===== src/hw/rtl/rthsv_pkg.sv =====
// Shared types, constants and the divider step for the RGB to HSV pipeline.
// Used by every module under hw/rtl; has no dependencies of its own.
package rthsv_pkg;

    localparam int ChanW   = 8;
    localparam int HueW    = 15;
    localparam int SatW    = 16;
    localparam int NumW    = ChanW + SatW;          // dividend width
    localparam int QuotW   = SatW;                  // quotient bits per division
    localparam int DivSteps  = 4;                   // quotient bits per stage
    localparam int DivStages = QuotW / DivSteps;

    // Hue in 1/64 degree
    localparam logic [HueW-1:0] HueOff120 = 15'd7680;
    localparam logic [HueW-1:0] HueOff240 = 15'd15360;
    localparam logic [HueW-1:0] HueFull   = 15'd23040;

    // Sector that the largest channel selects
    localparam logic [1:0] SecRed   = 2'd0;
    localparam logic [1:0] SecGreen = 2'd1;
    localparam logic [1:0] SecBlue  = 2'd2;

    // One restoring-division lane: rq holds unused dividend bits on top and
    // finished quotient bits below them
    typedef struct packed {
        logic [ChanW-1:0] rem;
        logic [QuotW-1:0] rq;
        logic [ChanW-1:0] den;
    } div_lane_t;

    typedef struct packed {
        div_lane_t  hue;    // 3840 * |diff| / delta
        div_lane_t  sat;    // delta * 65535 / max, den carries max
        logic [1:0] sector;
        logic       neg;
        logic       gray;
    } div_item_t;

    function automatic div_lane_t div_step(input div_lane_t lane);
        logic [ChanW:0] trial;
        div_lane_t      res;
        trial = {lane.rem, lane.rq[QuotW-1]};
        res   = lane;
        if (trial >= {1'b0, lane.den})
        begin
            res.rem = ChanW'(trial - {1'b0, lane.den});
            res.rq  = {lane.rq[QuotW-2:0], 1'b1};
        end
        else
        begin
            res.rem = trial[ChanW-1:0];
            res.rq  = {lane.rq[QuotW-2:0], 1'b0};
        end
        return res;
    endfunction

endpackage


===== src/hw/rtl/rthsv_front.sv =====
// First pipeline stage: max, min, delta, hue sector and both dividends.
// Depends on rthsv_pkg.
module rthsv_front (
    input  logic                         clk,
    input  logic                         rst_n,
    input  logic                         in_valid,
    output logic                         in_ready,
    input  logic [rthsv_pkg::ChanW-1:0]  red_in,
    input  logic [rthsv_pkg::ChanW-1:0]  green_in,
    input  logic [rthsv_pkg::ChanW-1:0]  blue_in,
    output logic                         out_valid,
    input  logic                         out_ready,
    output rthsv_pkg::div_item_t         out_data
);

    logic                        valid_reg;
    rthsv_pkg::div_item_t        data_reg;
    rthsv_pkg::div_item_t        data_next;
    logic [rthsv_pkg::ChanW-1:0] mx;
    logic [rthsv_pkg::ChanW-1:0] mn;
    logic [rthsv_pkg::ChanW-1:0] delta;
    logic [rthsv_pkg::ChanW-1:0] lead;
    logic [rthsv_pkg::ChanW-1:0] trail;
    logic [rthsv_pkg::ChanW-1:0] abs_diff;
    logic [1:0]                  sector;
    logic [rthsv_pkg::NumW-1:0]  hue_num;
    logic [rthsv_pkg::NumW-1:0]  sat_num;

    always_comb
    begin
        mx = red_in;
        if (green_in > mx) mx = green_in;
        if (blue_in > mx) mx = blue_in;
        mn = red_in;
        if (green_in < mn) mn = green_in;
        if (blue_in < mn) mn = blue_in;
        delta = mx - mn;

        // ties on the largest channel go red, then green, then blue
        if (mx == red_in)
        begin
            sector = rthsv_pkg::SecRed;
            lead   = green_in;
            trail  = blue_in;
        end
        else if (mx == green_in)
        begin
            sector = rthsv_pkg::SecGreen;
            lead   = blue_in;
            trail  = red_in;
        end
        else
        begin
            sector = rthsv_pkg::SecBlue;
            lead   = red_in;
            trail  = green_in;
        end
        abs_diff = (lead < trail) ? (trail - lead) : (lead - trail);

        // 3840 * |diff| and delta * 65535 as shift and subtract
        hue_num = {4'd0, abs_diff, 12'd0} - {8'd0, abs_diff, 8'd0};
        sat_num = {delta, 16'd0} - {16'd0, delta};

        data_next.hue.rem = hue_num[rthsv_pkg::NumW-1 -: rthsv_pkg::ChanW];
        data_next.hue.rq  = hue_num[rthsv_pkg::QuotW-1:0];
        data_next.hue.den = delta;
        data_next.sat.rem = sat_num[rthsv_pkg::NumW-1 -: rthsv_pkg::ChanW];
        data_next.sat.rq  = sat_num[rthsv_pkg::QuotW-1:0];
        data_next.sat.den = mx;
        data_next.sector  = sector;
        data_next.neg     = (lead < trail);
        data_next.gray    = (delta == '0);
    end

    assign in_ready = !valid_reg || out_ready;

    always_ff @(posedge clk or negedge rst_n)
    begin
        if (!rst_n)
        begin
            valid_reg <= 1'b0;
        end
        else if (in_ready)
        begin
            valid_reg <= in_valid;
        end
    end

    always_ff @(posedge clk)
    begin
        if (in_valid && in_ready)
        begin
            data_reg <= data_next;
        end
    end

    assign out_valid = valid_reg;
    assign out_data  = data_reg;

endmodule


===== src/hw/rtl/rthsv_div_stage.sv =====
// One divider stage: a few restoring-division steps on the hue and the
// saturation lanes. Depends on rthsv_pkg.
module rthsv_div_stage (
    input  logic                 clk,
    input  logic                 rst_n,
    input  logic                 in_valid,
    output logic                 in_ready,
    input  rthsv_pkg::div_item_t in_data,
    output logic                 out_valid,
    input  logic                 out_ready,
    output rthsv_pkg::div_item_t out_data
);

    logic                 valid_reg;
    rthsv_pkg::div_item_t data_reg;
    rthsv_pkg::div_item_t data_next;

    always_comb
    begin
        data_next = in_data;
        for (int i = 0; i < rthsv_pkg::DivSteps; i++)
        begin
            data_next.hue = rthsv_pkg::div_step(data_next.hue);
            data_next.sat = rthsv_pkg::div_step(data_next.sat);
        end
    end

    assign in_ready = !valid_reg || out_ready;

    always_ff @(posedge clk or negedge rst_n)
    begin
        if (!rst_n)
        begin
            valid_reg <= 1'b0;
        end
        else if (in_ready)
        begin
            valid_reg <= in_valid;
        end
    end

    always_ff @(posedge clk)
    begin
        if (in_valid && in_ready)
        begin
            data_reg <= data_next;
        end
    end

    assign out_valid = valid_reg;
    assign out_data  = data_reg;

endmodule


===== src/hw/rtl/rthsv_finish.sv =====
// Last stage: places the hue quotient in its sector, wraps negative red hue,
// zeroes hue and saturation of gray pixels and holds the output register. Depends on rthsv_pkg.
module rthsv_finish (
    input  logic                         clk,
    input  logic                         rst_n,
    input  logic                         in_valid,
    output logic                         in_ready,
    input  rthsv_pkg::div_item_t         in_data,
    output logic                         out_valid,
    input  logic                         out_ready,
    output logic [rthsv_pkg::HueW-1:0]   hue_out,
    output logic [rthsv_pkg::SatW-1:0]   sat_out,
    output logic [rthsv_pkg::ChanW-1:0]  val_out
);

    logic                        valid_reg;
    logic [rthsv_pkg::HueW-1:0]  hue_reg;
    logic [rthsv_pkg::SatW-1:0]  sat_reg;
    logic [rthsv_pkg::ChanW-1:0] val_reg;
    logic [rthsv_pkg::HueW-1:0]  hue_next;
    logic [rthsv_pkg::HueW-1:0]  quot;
    logic [rthsv_pkg::HueW-1:0]  offset;
    logic                        rem_nz;

    always_comb
    begin
        // quotient never exceeds 3840
        quot   = in_data.hue.rq[rthsv_pkg::HueW-1:0];
        rem_nz = (in_data.hue.rem != '0);
        case (in_data.sector)
            rthsv_pkg::SecGreen: offset = rthsv_pkg::HueOff120;
            rthsv_pkg::SecBlue:  offset = rthsv_pkg::HueOff240;
            default:             offset = '0;
        endcase

        if (in_data.gray)
        begin
            hue_next = '0;
        end
        else if (in_data.sector == rthsv_pkg::SecRed)
        begin
            // truncation toward zero, then wrap below zero by a full turn
            if (in_data.neg && (quot != '0))
                hue_next = rthsv_pkg::HueFull - quot;
            else
                hue_next = quot;
        end
        else if (in_data.neg)
        begin
            // sum stays positive, so truncation rounds the fraction up here
            hue_next = offset - quot - {{(rthsv_pkg::HueW-1){1'b0}}, rem_nz};
        end
        else
        begin
            hue_next = offset + quot;
        end
    end

    assign in_ready = !valid_reg || out_ready;

    always_ff @(posedge clk or negedge rst_n)
    begin
        if (!rst_n)
        begin
            valid_reg <= 1'b0;
        end
        else if (in_ready)
        begin
            valid_reg <= in_valid;
        end
    end

    always_ff @(posedge clk)
    begin
        if (in_valid && in_ready)
        begin
            hue_reg <= hue_next;
            sat_reg <= in_data.gray ? '0 : in_data.sat.rq;
            val_reg <= in_data.sat.den;
        end
    end

    assign out_valid = valid_reg;
    assign hue_out   = hue_reg;
    assign sat_out   = sat_reg;
    assign val_out   = val_reg;

endmodule


===== src/hw/rtl/rgb_to_hsv_convert.sv =====
// RGB to HSV converter, top level: front stage, divider stages, finish stage.
// Depends on rthsv_pkg, rthsv_front, rthsv_div_stage and rthsv_finish.
//
// Usage:
//   Input channel in_valid/in_ready carries one pixel (red_in, green_in,
//   blue_in, 8 bits each). Output channel out_valid/out_ready carries
//   hue_out (1/64 degree, 0..23039), sat_out (delta/max * 65535, truncated)
//   and val_out (largest channel byte). A transfer happens when valid and
//   ready are both high.
//   Six register stages: one front stage, four divider stages of four
//   quotient bits each, one finish stage. out_valid rises once a pixel has
//   passed the front and divider registers into the finish register.
//   The two 16-bit divisions (hue by delta, saturation by max) set the depth.
//   Throughput is one pixel per cycle unless out_ready stalls the pipeline.
//   Every stage has its own valid bit and takes a new pixel whenever it is
//   empty or its successor takes its pixel, so a stalled receiver holds the
//   result in the output register while bubbles further up still fill.
//   Reset clears all valid bits; no pixel is in flight afterward.
module rgb_to_hsv_convert (
    input  logic                         clk,
    input  logic                         rst_n,
    input  logic                         in_valid,
    output logic                         in_ready,
    input  logic [rthsv_pkg::ChanW-1:0]  red_in,
    input  logic [rthsv_pkg::ChanW-1:0]  green_in,
    input  logic [rthsv_pkg::ChanW-1:0]  blue_in,
    output logic                         out_valid,
    input  logic                         out_ready,
    output logic [rthsv_pkg::HueW-1:0]   hue_out,
    output logic [rthsv_pkg::SatW-1:0]   sat_out,
    output logic [rthsv_pkg::ChanW-1:0]  val_out
);

    rthsv_pkg::div_item_t stg_data  [0:rthsv_pkg::DivStages];
    logic                 stg_valid [0:rthsv_pkg::DivStages];
    logic                 stg_ready [0:rthsv_pkg::DivStages];

    rthsv_front u_front (
        .clk       (clk),
        .rst_n     (rst_n),
        .in_valid  (in_valid),
        .in_ready  (in_ready),
        .red_in    (red_in),
        .green_in  (green_in),
        .blue_in   (blue_in),
        .out_valid (stg_valid[0]),
        .out_ready (stg_ready[0]),
        .out_data  (stg_data[0])
    );

    for (genvar s = 0; s < rthsv_pkg::DivStages; s++)
    begin : g_div
        rthsv_div_stage u_div (
            .clk       (clk),
            .rst_n     (rst_n),
            .in_valid  (stg_valid[s]),
            .in_ready  (stg_ready[s]),
            .in_data   (stg_data[s]),
            .out_valid (stg_valid[s+1]),
            .out_ready (stg_ready[s+1]),
            .out_data  (stg_data[s+1])
        );
    end

    rthsv_finish u_finish (
        .clk       (clk),
        .rst_n     (rst_n),
        .in_valid  (stg_valid[rthsv_pkg::DivStages]),
        .in_ready  (stg_ready[rthsv_pkg::DivStages]),
        .in_data   (stg_data[rthsv_pkg::DivStages]),
        .out_valid (out_valid),
        .out_ready (out_ready),
        .hue_out   (hue_out),
        .sat_out   (sat_out),
        .val_out   (val_out)
    );

endmodule


===== config.mk =====
export PLATFORM = sky130hd
export DESIGN_NAME = rgb_to_hsv_convert
export DESIGN_NICKNAME = d
export VERILOG_FILES = /design/src/hw/rtl/rthsv_pkg.sv /design/src/hw/rtl/rthsv_front.sv /design/src/hw/rtl/rthsv_div_stage.sv /design/src/hw/rtl/rthsv_finish.sv /design/src/hw/rtl/rgb_to_hsv_convert.sv
export SDC_FILE = /design/constraint.sdc
export NUM_CORES = 1
export LEC_CHECK = 0
export BUFFER_PORTS_ARGS = -buffer_cell sky130_fd_sc_hd__buf_2
export CORE_ASPECT_RATIO = 0.8
export CORE_MARGIN = 5
export CORE_UTILIZATION = 55
export CTS_CLUSTER_SIZE = 16
export DETAILED_ROUTE_END_ITERATION = 8
export PLACE_DENSITY = 0.81
export SYNTH_ARGS = -nofsm -noshare
export SYNTH_HDL_FRONTEND = slang
export SYNTH_SLANG_ARGS = --single-unit

===== constraint.sdc =====
create_clock -name clk -period 27.7 [get_ports clk]
set_input_delay 1.385 -clock clk [delete_from_list [all_inputs] [get_ports clk]]
set_output_delay 1.385 -clock clk [all_outputs]
set_load 0.02 [all_outputs]

==> results.yml <==
outcome:
  outcome: "completed"
hold_path:
  hold_path_class: "flip-flop to flip-flop"
  min_from: "u_front.out_data[52]"
clocking:
  cts_buffers: 35
  tritoncts: "done"
  root_buffer: "clkbuf_16"
  post_cts_resized: 0
  cts_setup_buffers: 0
  htreeDepth: 2
  clk_path_buf_depth: 3
  cts.clk_slew.worst_paths_ns: 0.06
  insertion_delay_ns: 0.52
  cts_sinks: 329
  cts_hold_buf: 0
sta:
  skew_ns: 0.0221
  setup_violations: 0
  period_share: 0.424
  worst_pin_slew_ns: 1.19
  finalHoldViolations: 0
  slew_violations: 0
  setup_slack_ns: 15.96
  max_clock_freq_mhz: 85.2
  relSlewSlack: 0.207
  fin_tns_setup_ns: 0
  fin_crit_ns: 11.74
  rsz0062_at_grt: "false"
worst_setup_path:
  cp-startpoint: "g_div[1].u_div.out_data[5]"
  critPathKind: "flip-flop to flip-flop"
  cp_max_fo: 10
  start_kind: "flip-flop"
  cp.arrival_ns: 12.00
  cp_data_required_time_ns: 27.96
  critPathMostFrequentCell: "o21ai_0"
  cp-end-kind: "flip-flop"
  worst_path_max_delay_cell: "nor2b_1"
  r2r_setup_slack_ns: 15.96
  crit-reg2reg-launch: "g_div[1].u_div.out_data[5]"
  cp_slowest_stage_delay_ns: 0.70
cells_and_area:
  antennaDiodeCount: 0
  finalNetCount: 3159
  stdcell_area_um2: 29100
  area_growth_syn_to_layout_pct: 8.28
  drive_above_1_share: 0.112
synthesis:
  yosysSeqAreaShare: 0.367
  syn_area_um2: 26900
  synth_commonest_cells: "ha_1, edfxtp_1, inv_1"
  ys_ff_latch: 329
  yosys_warnings: 0
  synth_edf_count: 323
  synth_top_area_share: 0.361
  yosys.cell_count.top_type: "ha_1"
  avgSynthCellArea_um2: 9.97
  synth_top_area_cell: "edfxtp_1"
  synth_top_flop_cell: "edfxtp_1"
  postSynthNetCount: 3088
  synth.area.top_cells: "edfxtp_1, ha_1, mux2_2"
  synth_cell_types: 85
  syn-instance-count: 2694
  synthArstFlopShare: 0.0182
die:
  die_h_um: 208
  coreArea_um2: 48400
  initial_core_util: 0.555
  die-area_um2: 53400
  die_x_um: 257
  row_count: 72
  pin_count: 69
global_routing:
  grt_max_degree: 59
  grt_overflow: 0
  grt_usage: 0.227
  grt_pass1_vias: 20200
  antenna_found_initial: 2
  grt_pass1_wl_um: 102000
drt:
  drt_iter0_drc: 1572
  drcViolationCount: 0
  wl_um: 62800
  antenna_left: 0
  viasPerCell: 5.93
  dr.pass1.iters: 6
  num_vias: 20300
  routedWlPerCell_um: 18.4
place:
  pre_cts_slack_ns: 16.11
  place_congestion: 0.915
  dpl.hpwl_um: 48600
  post_dp_cell_area_um2: 27900
  port_buffers: 68
run:
  drv_cap: 0
critical path, delay by kind of cell, from the launching register on:
kind	cells	cell delay [ns]
compound gates	32	7.10
fa+ha+maj	4	1.35
buf+inv	3	0.53
flops	1	0.52
mux	1	0.33
simple gates	8	1.64
metrics by stage:
stage	hold WS, ns	instances	utilization
6_report	0.417	3421	0.601
4_1_cts	0.418	3421	0.601
3_3_place_gp	0.400	3357	0.577
3_5_place_dp	0.405	3357	0.577
5_1_grt	0.423	3421	0.601
2_1_floorplan	0.400	2694	-
layer usage:
metal	vias up	GRT usage	routed length, um
met3	110	0.0326	4120
met1	9636	0.322	28700
met4	4	0.0568	1240
met5	-	0	33
met2	689	0.368	28700
li1	9848	-	-
registers in the layout, indices dropped and copies added, names as in the netlist:
signal,count
g_div.u_div.out_valid,4
u_finish.hue_out,15
u_finish.val_out,8
u_finish.out_valid,1
g_div.u_div.out_data,229
u_front.out_data,55
u_finish.sat_out,16
u_front.out_valid,1
area by class of cell:
cell class | instances | area, um^2
Clock inverter | 18 | 196
Clock buffer | 46 | 968
Inverter | 329 | 1230
Timing Repair Buffer | 78 | 415
Tap cell | 629 | 787
Sequential cell | 329 | 9850
Fill cell | 3707 | 19300
Multi-Input combinational cell | 1992 | 15600
cells in the final DEF, fill, tap and decap left out, types with 69 or more instances in the layout:
cell / Yosys / layout
ha_1: 337 / 337
edfxtp_1: 323 / 323
inv_1: 318 / 318
a21oi_1: 193 / 193
o21ai_0: 171 / 171
nand2_1: 170 / 170
nor2_1: 151 / 151
xnor2_1: 122 / 122
mux2_2: 113 / 113
xor2_1: 69 / 69
path summary, 6_finish.rpt:
path	endpoint	cells past startpoint
setup / recovery	g_div[2].u_div.out_data[31]	48
hold / removal	g_div[0].u_div.out_data[56]	0
setup reg to reg	g_div[2].u_div.out_data[31]	48
hold reg to reg	g_div[0].u_div.out_data[56]	0
max in group asynchronous	u_finish.out_valid	1
min in group asynchronous	g_div[0].u_div.out_valid	1
cells by family (layout without fill, tap and decap cells):
kind of cell,after synthesis,after routing,share of synthesized area
adders and majority gates,367,367,0.179
and+or+nand+nor,597,597,0.110
xor gates and xnor gates,191,191,0.0623
DFF,329,329,0.367
muxes,158,158,0.0650
buffers and inverters,373,471,0.0527
AOI/OAI and AO/OA,679,679,0.165
Power is left out: the tool's default activity adds up to more than one toggle a clock period on the data nets, which glitch-free logic cannot reach.
